## src/rtl/mws_pkg.sv

```systemverilog
// Shared types and constants for the max_window_sum_2d block.
// No dependencies; compile first.
package mws_pkg;

  localparam int unsigned DefMaxRows = 64;
  localparam int unsigned DefMaxCols = 64;

  localparam int unsigned CellW    = 16;
  localparam int unsigned SumW     = 32;
  localparam int unsigned CfgIdxW  = 3;
  localparam int unsigned CfgDataW = 7;

  localparam logic signed [SumW-1:0] IntMin = {1'b1, {(SumW-1){1'b0}}};

  localparam logic [CfgDataW-1:0] GridHeightRst   = 7'd64;
  localparam logic [CfgDataW-1:0] GridWidthRst    = 7'd64;
  localparam logic [CfgDataW-1:0] WindowHeightRst = 7'd1;
  localparam logic [CfgDataW-1:0] WindowWidthRst  = 7'd1;

  typedef enum logic [CfgIdxW-1:0] {
    CFG_GRID_HEIGHT   = 3'd0,
    CFG_GRID_WIDTH    = 3'd1,
    CFG_WINDOW_HEIGHT = 3'd2,
    CFG_WINDOW_WIDTH  = 3'd3
  } cfg_idx_e;

  // Per-cell position flags, computed at accept and carried down the pipe.
  typedef struct packed {
    logic r_gt0;    // a row above exists
    logic c_gt0;    // a column to the left exists
    logic r_ge_wh;  // prefix row r-wh lies inside the grid
    logic c_ge_ww;  // strip column c-ww lies inside the grid
    logic win_ok;   // cell closes a full window
    logic last;     // last cell of the grid
  } mws_flags_t;

endpackage

```

## src/rtl/mws_if.sv

```systemverilog


interface mws_result_if;
  import mws_pkg::*;
  logic                   valid;
  logic                   ready;
  logic signed [SumW-1:0] best_sum;
  logic                   window_found;
  modport source (output valid, output best_sum, output window_found, input ready);
  modport sink   (input valid, input best_sum, input window_found, output ready);
endinterface

```

## src/rtl/mws_best.sv

```systemverilog
// Window sum, running maximum and the result register.
// Depends on mws_pkg and mws_if.
module mws_best (
  input  logic                            clk_i,
  input  logic                            rst_ni,
  input  logic                            e_valid_i,
  input  logic signed [mws_pkg::SumW-1:0] e_q_i,
  input  logic signed [mws_pkg::SumW-1:0] e_qold_i,
  input  mws_pkg::mws_flags_t             e_flags_i,
  mws_result_if.source                    result_o
);
  import mws_pkg::*;

  logic signed [SumW-1:0] win_sum, best_d, best_q, out_best_q;
  logic                   seen_d, seen_q, upd, out_valid_q, out_found_q;
  logic                   fin;

  assign win_sum = e_q_i - (e_flags_i.c_ge_ww ? e_qold_i : '0);
  assign upd     = e_flags_i.win_ok && (!seen_q || (win_sum > best_q));
  assign best_d  = upd ? win_sum : best_q;
  assign seen_d  = seen_q | e_flags_i.win_ok;
  assign fin     = e_valid_i && e_flags_i.last;

  always_ff @(posedge clk_i or negedge rst_ni) begin
    if (!rst_ni) begin
      best_q      <= IntMin;
      seen_q      <= 1'b0;
      out_valid_q <= 1'b0;
    end else begin
      if (fin) begin
        best_q <= IntMin;
        seen_q <= 1'b0;
      end else if (e_valid_i) begin
        best_q <= best_d;
        seen_q <= seen_d;
      end
      if (fin) begin
        out_valid_q <= 1'b1;
      end else if (result_o.ready) begin
        out_valid_q <= 1'b0;
      end
    end
  end

  always_ff @(posedge clk_i) begin
    if (fin) begin
      out_best_q  <= best_d;
      out_found_q <= seen_d;
    end
  end

  assign result_o.valid        = out_valid_q;
  assign result_o.best_sum     = out_best_q;
  assign result_o.window_found = out_found_q;

endmodule

```

## src/flat_wrapper.sv

```systemverilog
// flat-port wrapper written by rule: the top's interface ports become plain ports
module mws_best_flat import mws_pkg::*;
  (clk_i, rst_ni, e_valid_i, e_q_i, e_qold_i, e_flags_i, result_o_valid, result_o_best_sum, result_o_window_found, result_o_ready);
  mws_result_if result_o_i ();
  input  logic clk_i;
  input  logic rst_ni;
  input  logic e_valid_i;
  input  logic signed [mws_pkg::SumW-1:0] e_q_i;
  input  logic signed [mws_pkg::SumW-1:0] e_qold_i;
  input  mws_pkg::mws_flags_t e_flags_i;
  output wire logic [$bits(result_o_i.valid)-1:0] result_o_valid;
  output wire logic [$bits(result_o_i.best_sum)-1:0] result_o_best_sum;
  output wire logic [$bits(result_o_i.window_found)-1:0] result_o_window_found;
  input wire logic [$bits(result_o_i.ready)-1:0] result_o_ready;
  assign result_o_valid = result_o_i.valid;
  assign result_o_best_sum = result_o_i.best_sum;
  assign result_o_window_found = result_o_i.window_found;
  assign result_o_i.ready = result_o_ready;
  mws_best u_core (.clk_i(clk_i), .rst_ni(rst_ni), .e_valid_i(e_valid_i), .e_q_i(e_q_i), .e_qold_i(e_qold_i), .e_flags_i(e_flags_i), .result_o(result_o_i));
endmodule
```

## config.mk

```make
export PLATFORM = sky130hd
export DESIGN_NAME = mws_best_flat
export DESIGN_NICKNAME = d
export VERILOG_FILES = /design/src/rtl/mws_pkg.sv /design/src/rtl/mws_if.sv /design/src/rtl/mws_best.sv /design/src/flat_wrapper.sv
export SDC_FILE = /design/constraint.sdc
export NUM_CORES = 1
export LEC_CHECK = 0
export BUFFER_PORTS_ARGS = -buffer_cell sky130_fd_sc_hd__buf_4
export CORE_ASPECT_RATIO = 1.25
export CORE_MARGIN = 5
export CORE_UTILIZATION = 38
export DETAILED_ROUTE_END_ITERATION = 8
export RECOVER_POWER = 25
export SYNTH_ARGS = -nofsm -noshare
export SYNTH_HDL_FRONTEND = slang
export SYNTH_SLANG_ARGS = --single-unit
export TNS_END_PERCENT = 5
```

## constraint.sdc

```tcl
create_clock -name clk_i -period 4.5 [get_ports clk_i]
set_clock_uncertainty 0.05 [all_clocks]
set_input_delay 0.45 -clock clk_i [delete_from_list [all_inputs] [get_ports clk_i]]
set_output_delay 0.45 -clock clk_i [all_outputs]
set_load 0.03 [all_outputs]
```

==> summary.txt, run 1 <==
Placement
  • DP HPWL: 11,100 um
  • Post-placement cell count: 913
  • RePlAce Congestion: 0.884
  • DP Worst Slack: -0.972 ns
  • Area of placed instances: 7030 um^2
  • IO Port Bufs: 104

Logic synthesis
  • Adder-cell share of the synthesized area: 0.160
  • Multiplexer share of the synthesized area: 0.0220
  • #FFs+latches synth: 67
  • Syn Std Cell Area: 5070 um^2
  • Largest family of logic cells by synthesized area: compound AO/OA/AOI/OAI gates
  • Synthesized net count: 681
  • Post-synthesis compound-gate area fraction: 0.229
  • Post-synthesis sequential area ratio: 0.364
  • Async SR Flop Fraction: 0.507
  • Cell count after synthesis: 543
  • Simple-gate share of the synthesized area: 0.125
  • Synth Area in XOR/XNOR: 0.0519
  • Synth Area per Inst: 9.33 um^2
  • Synth cell types: 57
  • Post-synth EDFFs: 33
  • Top_reg_cell synth: edfxtp_1
  • Synth warnings: 0

Final layout
  • Commonest non-fill, non-tap cells in the layout: buf_4 (220), nand2_1 (70), ha_1 (53)
  • Diodes inserted: 0
  • Area Growth Syn to Fin: 54.6%
  • Final Instance Area: 7840 um^2
  • Ratio of cells with drive above 1 in the final layout: 0.399
  • Finished Layout Cells: 947
  • Layout Utilization: 0.595
  • Most common cell after layout, fill and taps aside: buf_4
  • Final #Nets: 909

Route
  • Vias: 4,864
  • Drt via density: 5.14
  • DR WL/cell: 15.8 um
  • DRC: 0
  • WL final: 15,000 um
  • Drt first-iter violations: 186
  • Remaining antenna violation count: 0
  • Drt pass-1 iters: 4

Setup path
  • CP Buf/Inv Count: 5
  • CP Data Arrival Time: 4.88 ns
  • Worst path top cell family by delay: compound AO/OA/AOI/OAI gates
  • Worst setup EP type: flop
  • Worst EP required: 4.72 ns
  • Delay of the slowest critical-path stage: 0.34 ns
  • Worst setup SP type: input port
  • Slowest cell on crit path: fa_2
  • CP dominant cell by count: buf_4
  • CP max FO: 8
  • Setup Crit Path Kind: input port to flop

Timing
  • Slew headroom: -0.334
  • Fin crit period: 4.66 ns
  • Accumulated negative setup slack: -5.66 ns
  • Final setup violation count: 49
  • Fmax: 215 MHz
  • WHS: 0.345 ns
  • Max-slew violations: 35
  • Worst slew pin tran: 2.00 ns
  • RSZ-0062 raised after global routing: yes
  • Final Hold Fails: 0
  • Setup ws final: -0.162 ns
  • Crit share post-route: 1.04

Clock tree
  • CTS Buffer Depth: 2
  • Total CTS buffers: 9
  • CTS Sinks: 67
  • Clock slew at reported path FFs: 0.06 ns
  • Clk Latency, worst-skew pair: 0.34 ns
  • Clk root buf: clkbuf_16
  • H-tree Lvls: 3
  • CTS tree: yes
  • Hold Buf Count CTS: 0

Global route
  • Largest net degree at the start of global routing: 35
  • Total Routing Usage GR: 0.187
  • Initial antenna violation count: 0
  • Global-route wire length before repair: 23,900 um
  • Global route overflow: 0
  • Vias in the first global route: 4,893

Run status
  • Status: finished, violations left
  • Failing checks: capacitance limit, slew limit, setup timing

Flow run
  • Max-cap violations: 1

Floorplan
  • Row cnt: 47
  • Overall die area: 15,800 um^2
  • Ports: 108
  • Height of the chip: 139 um
  • Die X: 113 um
  • Starting Density: 0.385
  • Core area: 13,200 um^2

Power
  • Peak VDD IR: 0.000247 V
  • Pwr dens: 416 nW/um^2
  • Leak: 3.64 nW
  • Design Power: 3.26 mW

Min path
  • Hold crit path type: input port to flop
[state kept, by name, indices dropped and copies added, names as in the netlist]
name and flops:
u_core.best_q 32, u_core.result_o.valid 1, u_core.seen_q 1, u_core.result_o.best_sum 32, u_core.result_o.window_found 1
[report_power, final]
group	internal (mW)	switching, mW	total [mW]
sequential	0.802	0.0651	0.867
clock	0.497	0.253	0.750
combinational	0.822	0.823	1.64
total	2.12	1.14	3.26
[cell usage after synthesis, drive strengths merged (2+ instances only)]
| library cell | n | area [um^2] |
|---|---|---|
| ha | 63 | 788 |
| a2bb2oi | 2 | 23.8 |
| nor3 | 3 | 15.0 |
| o21a | 2 | 15.0 |
| nor2b | 3 | 18.8 |
| nand4 | 13 | 81.3 |
| inv | 44 | 165 |
| and2 | 3 | 18.8 |
| a211oi | 3 | 22.5 |
| dfrtp | 33 | 826 |
| a21o | 20 | 150 |
| and3 | 2 | 12.5 |
| buf | 6 | 30.0 |
| o21ai | 40 | 204 |
| or2 | 2 | 12.5 |
| xor2 | 8 | 70.1 |
| nand2 | 76 | 285 |
| a21oi | 38 | 198 |
| mux2 | 9 | 101 |
| clkbuf | 14 | 52.6 |
| nor2 | 21 | 78.8 |
| edfxtp | 33 | 991 |
| o21ba | 2 | 20.0 |
| a41oi | 3 | 26.3 |
| a31oi | 5 | 31.3 |
| nand3 | 8 | 40.0 |
| xnor2 | 22 | 193 |
| o211ai | 6 | 45.0 |
| a22o | 30 | 263 |
| a221oi | 3 | 32.5 |
| nand2b | 7 | 43.8 |
| o21bai | 2 | 15.0 |
| o311ai | 2 | 35.0 |
[metal layers]
layer / vias up / wire length, um / GRT usage / share of wire
li1: 2431 / - / - / -
met1: 2298 / 6520 / 0.242 / 0.44
met2: 118 / 7530 / 0.321 / 0.50
met3: 17 / 625 / 0.0284 / 0.042
met4: 0 / 293 / 0.0570 / 0.020
met5: - / 0 / 0 / 0
[worst reg2reg max path: cells and delay by family (launching register included)]
family | cells | cell delay [ns]
buffers and inverters | 4 | 0.60
flip-flops | 1 | 0.53
AO/OA/AOI/OAI | 5 | 1.04
adder cells (fa/ha/maj) | 1 | 0.29
AND/OR/NAND/NOR | 3 | 0.46
[worst paths after layout]
| path | end | startpoint | depth (start not counted) | slack, ns |
|---|---|---|---|---|
| max | u_core.best_q[17] | e_flags_i[2] | 25 | -0.16 |
| min | u_core.result_o.valid | result_o_ready | 3 | 0.34 |
| max reg2reg | u_core.best_q[17] | u_core.best_q[31] | 13 | 1.48 |
| min reg2reg | u_core.result_o.valid | u_core.result_o.valid | 1 | 0.44 |
| max in group asynchronous | u_core.result_o.valid | rst_ni | 1 | 2.62 |
| min in group asynchronous | u_core.best_q[6] | rst_ni | 1 | 0.62 |
[cell type report]
cell class | instances | area, um^2
fillers | 1158 | 5340
multi-input cells | 412 | 3340
repair buffers | 237 | 1960
flip-flops and latches | 67 | 1840
clock buffers | 11 | 243
well taps | 171 | 214
inverters | 44 | 165
clock inverters | 5 | 76.3
[timing repair]
action | CTS | global route
gates resized for setup | 52 | 7
hold endpoints to repair | 0 | 0
pin swaps | 44 | 14
setup endpoints to repair | 64 | 64
cloned | 3 | 3
setup buffers | 6 | 7
[cell families (layout without fill, tap and decap cells)]
kind of cell,Yosys count,in the layout
AO/OA/AOI/OAI,167,167
AND/OR/NAND/NOR,141,141
flip-flops,67,67
adder cells (fa/ha/maj),64,64
buffers and inverters,64,297
XOR/XNOR,30,30
multiplexers,10,10
Note: power is estimated with default switching activity, not from simulation.
==> run 2: changes to the inputs <==
--- a/config.mk
+++ b/config.mk
@@ -5,12 +5,14 @@
 export SDC_FILE = /design/constraint.sdc
 export NUM_CORES = 1
 export LEC_CHECK = 0
+export ABC_AREA = 1
 export BUFFER_PORTS_ARGS = -buffer_cell sky130_fd_sc_hd__buf_4
 export CORE_ASPECT_RATIO = 1.25
 export CORE_MARGIN = 5
 export CORE_UTILIZATION = 38
 export DETAILED_ROUTE_END_ITERATION = 8
 export RECOVER_POWER = 25
+export SKIP_CTS_REPAIR_TIMING = 1
 export SYNTH_ARGS = -nofsm -noshare
 export SYNTH_HDL_FRONTEND = slang
 export SYNTH_SLANG_ARGS = --single-unit
==> run 2 against run 1 <==
Net effect: the flow finishes with violations (capacitance limit, slew limit); clock power down 6.0%; die area is 14% higher; sequential power shrank 11%; utilization shrank 9.8 points; worst setup slack gained 0.52 ns; flip-flop and latch count did not move; maximum frequency rose by 13%; combinational power shrank 30%; final cell count increased by 24%; routed wire length grew 1.0%; critical path type unchanged; critical endpoint is now u_core.result_o.best_sum[0]; highest routed layer unchanged.
==> summary.txt, run 2 <==
Setup path
  • Setup Crit Path Kind: input port to flop
  • CP Buf/Inv Count: 5
  • Delay of the slowest critical-path stage: 0.38 ns
  • Slowest cell on crit path: fa_1
  • Worst setup SP type: input port
  • CP Data Arrival Time: 4.17 ns
  • CP dominant cell by count: nand2_1
  • Worst setup EP type: flop
  • CP max FO: 11
  • Worst EP required: 4.53 ns
  • Worst path top cell family by delay: simple AND/OR/NAND/NOR gates

Run status
  • Failing checks: capacitance limit, slew limit
  • Status: finished, violations left

Timing
  • Final Hold Fails: 0
  • Worst slew pin tran: 2.00 ns
  • Fin crit period: 4.14 ns
  • RSZ-0062 raised after global routing: no
  • Slew headroom: -0.335
  • Max-slew violations: 35
  • WHS: 0.266 ns
  • Fmax: 242 MHz
  • Final setup violation count: 0
  • Crit share post-route: 0.920
  • Accumulated negative setup slack: 0 ns

Final layout
  • Diodes inserted: 0
  • Most common cell after layout, fill and taps aside: nand2_1
  • Final Instance Area: 7490 um^2
  • Final #Nets: 1,097
  • Area Growth Syn to Fin: 28.1%
  • Layout Utilization: 0.497
  • Finished Layout Cells: 1,172
  • Commonest non-fill, non-tap cells in the layout: nand2_1 (225), buf_4 (135), inv_1 (121)
  • Ratio of cells with drive above 1 in the final layout: 0.178

Route
  • Drt via density: 4.77
  • Remaining antenna violation count: 0
  • Drt first-iter violations: 213
  • DRC: 0
  • DR WL/cell: 12.9 um
  • WL final: 15,100 um
  • Vias: 5,590
  • Drt pass-1 iters: 4

Floorplan
  • Overall die area: 18,000 um^2
  • Height of the chip: 149 um
  • Ports: 108
  • Starting Density: 0.388
  • Row cnt: 50
  • Die X: 121 um
  • Core area: 15,100 um^2

Logic synthesis
  • Synth Area in XOR/XNOR: 0.0344
  • Largest family of logic cells by synthesized area: simple AND/OR/NAND/NOR gates
  • Synthesized net count: 958
  • Simple-gate share of the synthesized area: 0.314
  • Synth Area per Inst: 7.13 um^2
  • Syn Std Cell Area: 5850 um^2
  • Share of the synthesized area in the top cell type: 0.169
  • Post-synth EDFFs: 33
  • Top_reg_cell synth: edfxtp_1
  • Post-synthesis compound-gate area fraction: 0.105
  • Synth cell types: 35
  • Top cells by area, synth: edfxtp_1 (17%), nand2_1 (14%), dfrtp_1 (14%), ha_1 (13%), inv_1 (7.8%)
  • Top cell type by total area after synthesis: edfxtp_1
  • Async SR Flop Fraction: 0.507
  • Adder-cell share of the synthesized area: 0.138
  • Most frequent cells after synthesis: nand2_1 (225), inv_1 (121), nand3_1 (78), ha_1 (63), nor2_1 (56)
  • Multiplexer share of the synthesized area: 0
  • Count leader, synth: nand2_1
  • Synth warnings: 0
  • Cell count after synthesis: 820
  • #FFs+latches synth: 67
  • Post-synthesis sequential area ratio: 0.315

Placement
  • RePlAce Congestion: 0.845
  • IO Port Bufs: 104
  • Post-placement cell count: 1,156
  • DP HPWL: 12,400 um
  • Area of placed instances: 7170 um^2

Clock tree
  • H-tree Lvls: 3
  • CTS Buffer Depth: 2
  • Clk root buf: clkbuf_16
  • Total CTS buffers: 9
  • Clock slew at reported path FFs: 0.05 ns
  • CTS Sinks: 67
  • Clk Latency, worst-skew pair: 0.33 ns
  • CTS tree: yes

Global route
  • Total Routing Usage GR: 0.173
  • Global-route wire length before repair: 25,300 um
  • Largest net degree at the start of global routing: 35
  • Global route overflow: 0
  • Vias in the first global route: 5,451
  • Initial antenna violation count: 0

Power
  • Leak: 3.75 nW
  • Peak VDD IR: 0.000181 V
  • Pwr dens: 350 nW/um^2

Flow run
  • Max-cap violations: 1

Min path
  • Hold crit path type: input port to flop
run 2: changes by cell type after synthesis, moves of 7 or more:
cell and change:
a22o_1 -30, a21oi_1 +8, nand3_1 +70, nand2b_1 -7, xnor2_1 -14, nor2_1 +35, mux2_2 -8, and2_1 +28
a21o_1 -15, nand2_1 +149, xor2_1 +7, inv_1 +77
run 2: report_power, final:
part / leakage [nW] / internal [mW] / switching (mW) / total [mW]
clock network: 0.149 / 0.454 / 0.250 / 0.705
registers: 0.754 / 0.747 / 0.0246 / 0.772
logic: 2.85 / 0.473 / 0.670 / 1.14
run 2: cell type report:
class                      count  area, um^2
tap                          208         260
clock buffer                  11         253
sequential                    67        1840
fill                        1570        7580
timing repair buffer         145        1130
multi-input combinational    615        3500
inverter                     121         454
clock inverter                 5        51.3
run 2: logic make-up after synthesis:
group / count (synthesis)
buf+inv: 138
flops: 67
xor+xnor: 23
compound gates: 110
fa+ha+maj: 64
simple gates: 418
run 2: worst register-to-register path, delay by kind of cell (launching register included):
kind	cells	cell delay, ns
flops	1	0.53
buf+inv	3	0.27
fa+ha+maj	1	0.33
simple gates	9	0.86
compound gates	2	0.29
run 2: worst paths after layout:
path / from / to / slack [ns] / cells past startpoint
max in group asynchronous: rst_ni / u_core.best_q[29] / 2.62 / 1
max: e_flags_i[2] / u_core.result_o.best_sum[0] / 0.36 / 30
min: result_o_ready / u_core.result_o.valid / 0.27 / 2
max reg2reg: u_core.best_q[31] / u_core.result_o.best_sum[0] / 1.91 / 15
min reg2reg: u_core.best_q[19] / u_core.best_q[19] / 0.43 / 2
min in group asynchronous: rst_ni / u_core.best_q[8] / 0.63 / 1
run 2: stage by stage:
stage               power, mW  setup slack, ns
floorplan                1.55            0.391
global placement         1.91           0.0493
detailed placement       1.93          0.00673
CTS                      2.64            0.350
global route             2.82          0.00731
finish                   2.62            0.361
run 2: per-layer routing:
layer / up-vias / routed length (um) / track usage
met2: 112 / 7400 / 0.303
met1: 2512 / 6910 / 0.222
li1: 2947 / - / -
met3: 19 / 540 / 0.0216
met4: 0 / 267 / 0.0516
met5: - / 0 / 0
